`src/rdbe_pkg.sv`:
```
// Shared types, constants and the control program of the drift bias estimator.
`default_nettype none

package rdbe_pkg;

  localparam int unsigned TimeW     = 64;
  localparam int unsigned ResW      = 24;
  localparam int unsigned CfgW      = 32;
  localparam int unsigned FocW      = 23;
  localparam int unsigned BiasW     = 32;
  localparam int unsigned MulW      = 32;
  localparam int unsigned NumW      = 96;
  localparam int unsigned DenW      = 55;
  localparam int unsigned QuoW      = 37;
  localparam int unsigned MagW      = 36;
  localparam int unsigned CntW      = 6;
  localparam int unsigned PcW       = 5;
  localparam int unsigned RateMulW  = 20;
  localparam int unsigned RateShift = 24;

  localparam logic [CfgW-1:0]     TAU_DEFAULT  = 32'd20000000;
  localparam logic [FocW-1:0]     MAXRES_RESET = 23'd1536;
  localparam logic [FocW-1:0]     FOCAL_RESET  = 23'd128000;
  localparam logic [FocW-1:0]     FOCAL_MIN    = 23'd1;
  localparam logic [MulW-1:0]     RATE_MICRO   = 32'd1000000;
  localparam logic [MagW-1:0]     MAG_CAP      = 36'h8_0000_0000;
  localparam logic [BiasW-1:0]    BIAS_MAX     = 32'h7FFF_FFFF;
  localparam logic [BiasW-1:0]    BIAS_MIN     = 32'h8000_0000;
  localparam logic [PcW-1:0]      PC_EMIT      = 5'd27;

  typedef enum logic [1:0] {
    CFG_TAU     = 2'd0,
    CFG_MAXRES  = 2'd1,
    CFG_FOCAL_X = 2'd2,
    CFG_FOCAL_Y = 2'd3
  } cfg_idx_e;

  typedef enum logic [3:0] {
    OP_CHECK,
    OP_MUL_TF,
    OP_MUL_RES,
    OP_LOAD_RATE,
    OP_DIV_START,
    OP_DIV_WAIT,
    OP_ACC_ONE,
    OP_DIFF,
    OP_MUL_DLO,
    OP_MUL_DHI,
    OP_ADD_HI,
    OP_ACC_TWO,
    OP_EMIT
  } uop_e;

  typedef enum logic [1:0] {
    JMP_NEVER,
    JMP_NO_UPD,
    JMP_DIV_BUSY,
    JMP_OUT_FULL
  } jcond_e;

  typedef struct packed {
    uop_e             op;
    logic             lane;
    jcond_e           cond;
    logic [PcW-1:0]   target;
  } uword_t;

  typedef enum logic [1:0] {
    DIV_IDLE,
    DIV_RUN,
    DIV_ROUND
  } div_state_e;

  // Control store. Lane 0 is the y residual / bias_x path, lane 1 the x residual / bias_y path.
  function automatic uword_t ucode_rom(logic [PcW-1:0] pc);
    uword_t w;
    w = '{op: OP_EMIT, lane: 1'b0, cond: JMP_NEVER, target: '0};
    case (pc)
      5'd0:  w = '{op: OP_CHECK,     lane: 1'b0, cond: JMP_NO_UPD,   target: PC_EMIT};
      5'd1:  w = '{op: OP_MUL_TF,    lane: 1'b0, cond: JMP_NEVER,    target: '0};
      5'd2:  w = '{op: OP_MUL_RES,   lane: 1'b0, cond: JMP_NEVER,    target: '0};
      5'd3:  w = '{op: OP_LOAD_RATE, lane: 1'b0, cond: JMP_NEVER,    target: '0};
      5'd4:  w = '{op: OP_DIV_START, lane: 1'b0, cond: JMP_NEVER,    target: '0};
      5'd5:  w = '{op: OP_DIV_WAIT,  lane: 1'b0, cond: JMP_DIV_BUSY, target: 5'd5};
      5'd6:  w = '{op: OP_ACC_ONE,   lane: 1'b0, cond: JMP_NEVER,    target: '0};
      5'd7:  w = '{op: OP_MUL_TF,    lane: 1'b1, cond: JMP_NEVER,    target: '0};
      5'd8:  w = '{op: OP_MUL_RES,   lane: 1'b1, cond: JMP_NEVER,    target: '0};
      5'd9:  w = '{op: OP_LOAD_RATE, lane: 1'b1, cond: JMP_NEVER,    target: '0};
      5'd10: w = '{op: OP_DIV_START, lane: 1'b1, cond: JMP_NEVER,    target: '0};
      5'd11: w = '{op: OP_DIV_WAIT,  lane: 1'b1, cond: JMP_DIV_BUSY, target: 5'd11};
      5'd12: w = '{op: OP_ACC_ONE,   lane: 1'b1, cond: JMP_NEVER,    target: '0};
      5'd13: w = '{op: OP_DIFF,      lane: 1'b0, cond: JMP_NEVER,    target: '0};
      5'd14: w = '{op: OP_MUL_DLO,   lane: 1'b0, cond: JMP_NEVER,    target: '0};
      5'd15: w = '{op: OP_MUL_DHI,   lane: 1'b0, cond: JMP_NEVER,    target: '0};
      5'd16: w = '{op: OP_ADD_HI,    lane: 1'b0, cond: JMP_NEVER,    target: '0};
      5'd17: w = '{op: OP_DIV_START, lane: 1'b0, cond: JMP_NEVER,    target: '0};
      5'd18: w = '{op: OP_DIV_WAIT,  lane: 1'b0, cond: JMP_DIV_BUSY, target: 5'd18};
      5'd19: w = '{op: OP_ACC_TWO,   lane: 1'b0, cond: JMP_NEVER,    target: '0};
      5'd20: w = '{op: OP_DIFF,      lane: 1'b1, cond: JMP_NEVER,    target: '0};
      5'd21: w = '{op: OP_MUL_DLO,   lane: 1'b1, cond: JMP_NEVER,    target: '0};
      5'd22: w = '{op: OP_MUL_DHI,   lane: 1'b1, cond: JMP_NEVER,    target: '0};
      5'd23: w = '{op: OP_ADD_HI,    lane: 1'b1, cond: JMP_NEVER,    target: '0};
      5'd24: w = '{op: OP_DIV_START, lane: 1'b1, cond: JMP_NEVER,    target: '0};
      5'd25: w = '{op: OP_DIV_WAIT,  lane: 1'b1, cond: JMP_DIV_BUSY, target: 5'd25};
      5'd26: w = '{op: OP_ACC_TWO,   lane: 1'b1, cond: JMP_NEVER,    target: '0};
      5'd27: w = '{op: OP_EMIT,      lane: 1'b0, cond: JMP_OUT_FULL, target: PC_EMIT};
      default: w = '{op: OP_EMIT,    lane: 1'b0, cond: JMP_OUT_FULL, target: PC_EMIT};
    endcase
    return w;
  endfunction

endpackage

`default_nettype wire

```
`src/rdbe_div.sv`:
```
// Restoring divider with round-half-up and a magnitude cap, one quotient bit per cycle.
`default_nettype none

module rdbe_div import rdbe_pkg::*; (
  input  wire logic            clk_i,
  input  wire logic            rst_ni,
  input  wire logic            start_i,
  input  wire logic [NumW-1:0] num_i,
  input  wire logic [DenW-1:0] den_i,
  output logic                 busy_o,
  output logic [MagW-1:0]      mag_o
);

  div_state_e state_q, state_d;

  logic [DenW-1:0]      rem_q;
  logic [QuoW-1:0]      qs_q;
  logic [DenW-1:0]      den_q;
  logic [CntW-1:0]      cnt_q;
  logic [MagW-1:0]      mag_q;

  logic [NumW-QuoW-1:0] num_hi;
  logic                 ovf;
  logic [DenW:0]        r2;
  logic                 ge;
  logic [DenW:0]        r2_sub;
  logic                 rnd;
  logic [QuoW:0]        q_rnd;

  // A quotient of 2^QuoW or more is far past the cap, so the top bits alone decide it.
  assign num_hi = num_i[NumW-1:QuoW];
  assign ovf    = num_hi >= (NumW-QuoW)'(den_i);

  assign r2     = {rem_q, qs_q[QuoW-1]};
  assign ge     = r2 >= {1'b0, den_q};
  assign r2_sub = r2 - {1'b0, den_q};

  assign rnd    = {rem_q, 1'b0} >= {1'b0, den_q};
  assign q_rnd  = {1'b0, qs_q} + {{QuoW{1'b0}}, rnd};

  always_comb begin
    state_d = state_q;
    case (state_q)
      DIV_IDLE: begin
        if (start_i && !ovf) begin
          state_d = DIV_RUN;
        end
      end
      DIV_RUN: begin
        if (cnt_q == '0) begin
          state_d = DIV_ROUND;
        end
      end
      DIV_ROUND: state_d = DIV_IDLE;
      default:   state_d = DIV_IDLE;
    endcase
  end

  always_comb begin
    busy_o = (state_q != DIV_IDLE);
    mag_o  = mag_q;
  end

  always_ff @(posedge clk_i or negedge rst_ni) begin
    if (!rst_ni) begin
      state_q <= DIV_IDLE;
    end else begin
      state_q <= state_d;
    end
  end

  always_ff @(posedge clk_i) begin
    case (state_q)
      DIV_IDLE: begin
        if (start_i) begin
          den_q <= den_i;
          rem_q <= num_hi[DenW-1:0];
          qs_q  <= num_i[QuoW-1:0];
          cnt_q <= CntW'(QuoW - 1);
          if (ovf) begin
            mag_q <= MAG_CAP;
          end
        end
      end
      DIV_RUN: begin
        rem_q <= ge ? r2_sub[DenW-1:0] : r2[DenW-1:0];
        qs_q  <= {qs_q[QuoW-2:0], ge};
        cnt_q <= cnt_q - 1'b1;
      end
      DIV_ROUND: begin
        mag_q <= (q_rnd > (QuoW+1)'(MAG_CAP)) ? MAG_CAP : q_rnd[MagW-1:0];
      end
      default: begin
        mag_q <= mag_q;
      end
    endcase
  end

endmodule

`default_nettype wire

```
`config.mk`:
```
export PLATFORM = sky130hd
export DESIGN_NAME = rdbe_div
export DESIGN_NICKNAME = d
export VERILOG_FILES = /design/src/rdbe_pkg.sv /design/src/rdbe_div.sv
export SDC_FILE = /design/constraint.sdc
export NUM_CORES = 1
export LEC_CHECK = 0
export CORE_MARGIN = 3
export CORE_UTILIZATION = 40
export CTS_BUF_LIST = sky130_fd_sc_hd__clkbuf_8
export CTS_CLUSTER_SIZE = 40
export DETAILED_ROUTE_END_ITERATION = 6
export DONT_BUFFER_PORTS = 1
export GPL_ROUTABILITY_DRIVEN = 0
export PLACE_DENSITY = 0.63
export SYNTH_ARGS = -nofsm -noshare
export SYNTH_HDL_FRONTEND = slang
export SYNTH_SLANG_ARGS = --single-unit
```
`constraint.sdc`:
```
create_clock -name clk_i -period 20.3 [get_ports clk_i]
set_input_delay 1.015 -clock clk_i [delete_from_list [all_inputs] [get_ports clk_i]]
set_output_delay 1.015 -clock clk_i [all_outputs]
set_load 0.05 [all_outputs]
```
# Word-level counts from Yosys, hierarchy flattened
# Cells that the tools add are included.
[classes]
order_cmp = 4
mux = 14
n_addsub = 3
n_reduce_logical = 11
n_eq_ne = 6
[ops]
columns = ["operator", "n"]
rows = [
  ["56-bit by 55-bit greater-or-equal comparator with 1-bit output", 2],
  ["55-bit 2-to-1 mux", 2],
  ["55-bit case mux with 2 select lines", 1],
  ["36-bit 2-to-1 mux", 3],
  ["37-bit case mux with 2 select lines", 1],
  ["36-bit case mux with 2 select lines", 1],
  ["59-bit by 55-bit greater-or-equal comparator with 1-bit output", 1],
  ["55-bit subtractor", 1],
  ["37-bit by 1-bit adder with 38-bit output", 1],
  ["38-bit by 36-bit greater-than comparator with 1-bit output, second input constant", 1],
  ["37-bit 2-to-1 mux", 1],
  ["6-bit case mux with 2 select lines", 1],
  ["2-bit inequality test, second input constant", 4],
  ["6-bit logical NOT", 1],
  ["6-bit 2-to-1 mux", 1],
  ["2-bit AND reduction", 3],
  ["2-bit nonzero test", 3],
  ["6-bit by 1-bit subtractor with 6-bit output, second input constant", 1],
  ["2-bit 2-to-1 mux", 2],
  ["2-bit case mux with 2 select lines", 1],
  ["3-bit AND reduction", 1],
  ["2-bit by 1-bit equality test with 1-bit output, second input constant", 1],
  ["2-bit equality test, second input constant", 1],
  ["2-bit logical NOT", 1],
  ["2 further kinds", 2],
]
[word_totals]
regBits = 191
output_inout_bits = 37

# Depth between registers and ports, before layout
[logic_depth]
word_depth = 5
depth_mapped = 23
mapped_depth_nobuf = 21

# Worst setup path after synthesis
# OpenSTA, ideal clock, no wires.
[synth_timing]
kind = "input port to flip-flop"
from = "input port start_i"
to = "register cnt_q[0], enable pin"
arrival_ps = 7930
slack_ps = 11679
path_stages = 2
required_ps = 19609
n_path_buf = 0
setup_ps = 691
cell_sequence = "inv_1 -> o21ai_0"
[synth_between]
elab_chain_cells = 2
[synth_rtl]
columns = ["item", "line_no", "source"]
rows = [
  ["from (decl)", "rdbe_div.sv:7", "input wire logic start_i,"],
  ["2-bit inequality test (no source line)", "-", ""],
  ["2-bit AND reduction (no source line)", "-", ""],
  ["to (signal assigned)", "rdbe_div.sv:79", "cnt_q <= CntW'(QuoW - 1);"],
  ["to (signal assigned)", "rdbe_div.sv:88", "cnt_q <= cnt_q - 1'b1;"],
  ["to (decl)", "rdbe_div.sv:19", "logic [CntW-1:0] cnt_q;"],
]
# No other way between the ends.
# A chain may end at the register's enable or synchronous reset.

# Final worst setup path
[layout_timing]
from = "register rem_q[50]"
to = "register mag_q[11] (netlist: mag_o[11]), data pin"
[layout_between]
elab_chain_cells = 5
[layout_rtl]
columns = ["item", "line_no", "source"]
rows = [
  ["from (decl)", "rdbe_div.sv:16", "logic [DenW-1:0] rem_q;"],
  ["from (signal assigned)", "rdbe_div.sv:77", "rem_q <= num_hi[DenW-1:0];"],
  ["from (signal assigned)", "rdbe_div.sv:86", "rem_q <= ge ? r2_sub[DenW-1:0] : r2[DenW-1:0];"],
  ["56-bit by 55-bit greater-or-equal comparator with 1-bit output *", "rdbe_div.sv:38", "assign rnd = {rem_q, 1'b0} >= {1'b0, den_q};"],
  ["37-bit by 1-bit adder with 38-bit output *", "rdbe_div.sv:39", "assign q_rnd = {1'b0, qs_q} + {{QuoW{1'b0}}, rnd};"],
  ["38-bit by 36-bit greater-than comparator with 1-bit output", "rdbe_div.sv:91", "mag_q <= (q_rnd > (QuoW+1)'(MAG_CAP)) ? MAG_CAP : q_rnd[MagW-1:0];"],
  ["36-bit 2-to-1 mux *", "rdbe_div.sv:91", ""],
  ["36-bit case mux with 2 select lines *", "rdbe_div.sv:73", "case (state_q)"],
  ["to (signal assigned)", "rdbe_div.sv:91", ""],
  ["to (signal assigned)", "rdbe_div.sv:94", "mag_q <= mag_q;"],
  ["to (decl)", "rdbe_div.sv:20", "logic [MagW-1:0] mag_q;"],
]
# Mark *: on every way between the ends. The rest lies on a longest branch, timed or not.

==> impl_metrics.prom <==
# TYPE chip_impl_metric gauge
chip_impl_metric{name="design.portCount",unit=""} 191
chip_impl_metric{name="final_area",unit="mm2"} 0.0146
chip_impl_metric{name="portion_of_the_clock_cycle_consumed_by_the_worst_path_in_the_final_layout",unit=""} 0.293
chip_impl_metric{name="post_synth_num_cell_types",unit=""} 74
chip_impl_metric{name="final_antenna_net_count",unit=""} 0
chip_impl_info{name="netlist.top_cell.by_area",value="edfxtp_1"} 1
chip_impl_info{name="run_status",value="finished clean"} 1
chip_impl_metric{name="finalMaxSlewViolations",unit=""} 0
chip_impl_info{name="cpLargestDelayFamily",value="simple AND/OR/NAND/NOR gates"} 1
chip_impl_info{name="ys.flop_type",value="edfxtp_1"} 1
chip_impl_metric{name="drc_errors",unit=""} 0
chip_impl_metric{name="r2r_cells",unit=""} 17
chip_impl_metric{name="timing.critical_path.buf_inv",unit=""} 0
chip_impl_metric{name="ctsResizeCount",unit=""} 0
chip_impl_metric{name="initial_core_util",unit=""} 0.410
chip_impl_metric{name="dp_hpwl",unit="mm"} 29.0
chip_impl_metric{name="grt_start_max_net_pins",unit=""} 91
chip_impl_metric{name="cts.sink_count",unit=""} 191
chip_impl_metric{name="clk_latency",unit="ns"} 0.50
chip_impl_info{name="reg2reg_to",value="mag_o[11]$_SDFFCE_PN0P_"} 1
chip_impl_metric{name="avgRoutedWirePerCell",unit="um"} 19.1
chip_impl_metric{name="numCtsBuffers",unit=""} 17
chip_impl_metric{name="mappedNetlistArea",unit="mm2"} 0.0139
chip_impl_metric{name="critical-path-max-stage-delay",unit="ns"} 0.81
chip_impl_metric{name="area_growth_syn_to_layout",unit="%"} 5.29
chip_impl_info{name="worst_setup_path_start_kind",value="flip-flop"} 1
chip_impl_metric{name="groute.usage.overall",unit=""} 0.206
chip_impl_metric{name="floorplan.rows",unit=""} 67
chip_impl_info{name="grt_setup_unrepaired",value="false"} 1
chip_impl_metric{name="synth_top_area_share",unit=""} 0.409
chip_impl_metric{name="clockBufferDepth",unit=""} 2
chip_impl_metric{name="ff2ff_setup_slack",unit="ns"} 14.36
chip_impl_metric{name="timing.final.setup_violations",unit=""} 0
chip_impl_info{name="worstPathCellList",value="ha_1 -> nand4_1 -> nor3_1 -> nand3_1 -> a211oi_1 -> or3_1 -> ha_1 -> ha_1 -> nand4_1 -> or3_4 -> nor2_2 -> nand4_4 -> nand2_1 -> mux2i_1 -> nand2_1 -> o31a_1 -> nor2_1"} 1
chip_impl_metric{name="leakage",unit="nW"} 6.03
chip_impl_metric{name="worst_ir_drop_vdd",unit="mV"} 0.0838
chip_impl_metric{name="final.setup_skew",unit="ns"} 0.0253
chip_impl_info{name="slowest_stage",value="o31a_1"} 1
chip_impl_metric{name="detailed_place.area",unit="mm2"} 0.0142
chip_impl_metric{name="synth.ff_latch_count",unit=""} 191
chip_impl_metric{name="cellPowerDensity",unit="mW/mm2"} 167
chip_impl_metric{name="ctsHoldBuffers",unit=""} 0
chip_impl_metric{name="cts-htree-levels",unit=""} 4
chip_impl_metric{name="grt_pass1_wl",unit="mm"} 60.4
chip_impl_metric{name="worst_slew_pin_slew",unit="ns"} 1.06
chip_impl_metric{name="post_synth.cell_area_avg",unit="um2"} 8.76
chip_impl_metric{name="yosysWarnings",unit=""} 0
chip_impl_metric{name="antennaDiodeCount",unit=""} 0
chip_impl_info{name="leading_cell_types_by_count_after_synthesis",value="nand2_1, edfxtp_1, nor2_1"} 1
chip_impl_metric{name="synthArstFlopShare",unit=""} 0.0105
chip_impl_metric{name="timing.critical_path.required",unit="ns"} 20.51
chip_impl_metric{name="fp.dieH",unit="um"} 192
chip_impl_metric{name="route.final.wire_length",unit="mm"} 38.0
chip_impl_info{name="tritoncts_clock_tree",value="yes"} 1
chip_impl_info{name="clockRootBuffer",value="clkbuf_8"} 1
chip_impl_info{name="synth.most_common_cell",value="nand2_1"} 1
chip_impl_metric{name="die_footprint",unit="mm2"} 0.0369
chip_impl_metric{name="timing.final.hold_violations",unit=""} 0
chip_impl_metric{name="synth.yosys.seq_area_share",unit=""} 0.413
chip_impl_metric{name="timing.critical_path.fanout_max",unit=""} 21
chip_impl_info{name="critical-path-top-cell-by-count",value="ha_1"} 1
chip_impl_info{name="end_kind",value="flip-flop"} 1
chip_impl_metric{name="port_buffers",unit=""} 0
chip_impl_metric{name="grt_overflow",unit=""} 0
chip_impl_metric{name="post_cts.repair.setup_buffers",unit=""} 0
chip_impl_metric{name="critPathArrivalTime",unit="ns"} 6.14
chip_impl_metric{name="fmax",unit="MHz"} 168
chip_impl_info{name="worst_r2r_startpoint",value="rem_q[50]$_DFFE_PP_"} 1
chip_impl_info{name="min_path_type",value="input port to async pin"} 1
chip_impl_metric{name="detailedRoute.firstPassIterationCount",unit=""} 5
chip_impl_metric{name="dr_total_vias",unit=""} 11286
chip_impl_metric{name="post_route_cells_drive_above_1_share",unit=""} 0.0434
chip_impl_metric{name="grt_pass1_vias",unit=""} 11098
chip_impl_metric{name="number_of_enable_flip_flop_cells_after_synthesis",unit=""} 189
chip_impl_metric{name="route.detailed.vias_per_inst",unit=""} 5.67
chip_impl_metric{name="num-nets-final",unit=""} 1801
chip_impl_metric{name="final_min_period",unit="ns"} 5.94
chip_impl_metric{name="floorplan.die.width",unit="um"} 192
chip_impl_metric{name="max-cap-violations",unit=""} 0
chip_impl_metric{name="max_slew_margin",unit=""} 0.295
chip_impl_metric{name="postSynthCellCount",unit=""} 1583
chip_impl_metric{name="antenna_violations_before_repair",unit=""} 0
chip_impl_metric{name="final.setup.tns",unit="ns"} 0
chip_impl_metric{name="violation_count_after_the_first_detailed_routing_iteration",unit=""} 877
chip_impl_info{name="post_synth_main_area_contributors",value="edfxtp_1, ha_1, nand2_1, a21oi_1, nor2_1"} 1
chip_impl_metric{name="cts.clk_slew.worst_paths",unit="ns"} 0.11
chip_impl_metric{name="syn_nets",unit=""} 1852
chip_impl_metric{name="core",unit="mm2"} 0.0339
chip_impl_info{name="critical_path_class",value="flip-flop to flip-flop"} 1
-- routing by layer --
metal  wire length, um  GRT usage
met1             16800      0.273
met5                 0          0
met3              2590     0.0414
met4               568     0.0448
met2             18000      0.348
-- cells by family after synthesis --
logic type	Yosys count	synth area share
AOI/OAI and AO/OA	366	0.164
xor gates and xnor gates	76	0.0480
adders and majority gates	115	0.104
buffers and inverters	211	0.0598
DFF	191	0.413
muxes	12	0.00911
and+or+nand+nor	612	0.203
-- report_power, final --
| group | switching (W) | internal, W | total [W] |
|---|---|---|---|
| sequential | 0.000162 | 0.000659 | 0.000822 |
| clock | 0.000153 | 0.000111 | 0.000264 |
| combinational | 0.000872 | 0.000478 | 0.00135 |
-- metrics by stage --
step	utilization	power, W	cells	setup slack (ns)	hold slack, ns
detailed placement	0.420	0.00217	1961	14.37	0.544
finish	0.431	0.00244	1992	14.36	0.214
CTS	0.431	0.00244	1992	14.37	0.176
global placement	0.420	0.00215	1961	14.61	0.538
floorplan	-	0.00185	1583	11.68	0.517
global route	0.431	0.00265	1992	13.78	0.171
-- worst max-delay path by stage --
| stage | startpoint | endpoint | depth (start not counted) | slack [ns] |
|---|---|---|---|---|
| 2_1_floorplan | start_i | cnt_q[0]$_SDFFCE_PN0P_ | 2 | 11.68 |
| 3_3_place_gp | rem_q[48]$_DFFE_PP_ | mag_o[22]$_SDFFCE_PN0P_ | 17 | 14.61 |
| 3_5_place_dp | rem_q[48]$_DFFE_PP_ | mag_o[28]$_SDFFCE_PN0P_ | 17 | 14.37 |
| 4_1_cts | rem_q[48]$_DFFE_PP_ | mag_o[11]$_SDFFCE_PN0P_ | 17 | 14.37 |
| 5_1_grt | rem_q[48]$_DFFE_PP_ | mag_o[7]$_SDFFCE_PN0P_ | 17 | 13.78 |
| 6_report | rem_q[50]$_DFFE_PP_ | mag_o[11]$_SDFFCE_PN0P_ | 17 | 14.36 |
-- flip-flops by register name (all words and copies together) (netlist names) --
| name | count |
|---|---|
| qs_q | 37 |
| rem_q | 55 |
| mag_o | 36 |
| state_q | 2 |
| cnt_q | 6 |
| den_q | 55 |
-- cell type report --
| type | count | area [um2] |
|---|---|---|
| Sequential cell | 191 | 5730 |
| Inverter | 134 | 503 |
| Timing Repair Buffer | 7 | 52.6 |
| Fill cell | 3383 | 19300 |
| Multi-Input combinational cell | 1181 | 7370 |
| Clock buffer | 17 | 234 |
| Tap cell | 448 | 561 |
| Clock inverter | 14 | 158 |
-- layout by cell type, fill, tap and decap left out, types with 8 or more instances in the layout --
cell | netlist | layout
nand2_1 | 264 | 264
edfxtp_1 | 189 | 189
nor2_1 | 140 | 139
inv_1 | 134 | 135
a21oi_1 | 125 | 125
ha_1 | 114 | 114
o21ai_0 | 67 | 66
nand3_1 | 46 | 46
nand4_1 | 43 | 43
xor2_1 | 38 | 38
xnor2_1 | 38 | 38
a21o_1 | 36 | 36
a31oi_1 | 34 | 34
and3_1 | 27 | 27
nor3_1 | 22 | 22
a211oi_1 | 17 | 17
clkbuf_8 | 0 | 17
o211ai_1 | 15 | 15
or3_1 | 12 | 11
o21bai_1 | 10 | 10
nor2b_1 | 10 | 9
o21a_1 | 8 | 8
Power figures use the tool's default switching activity.
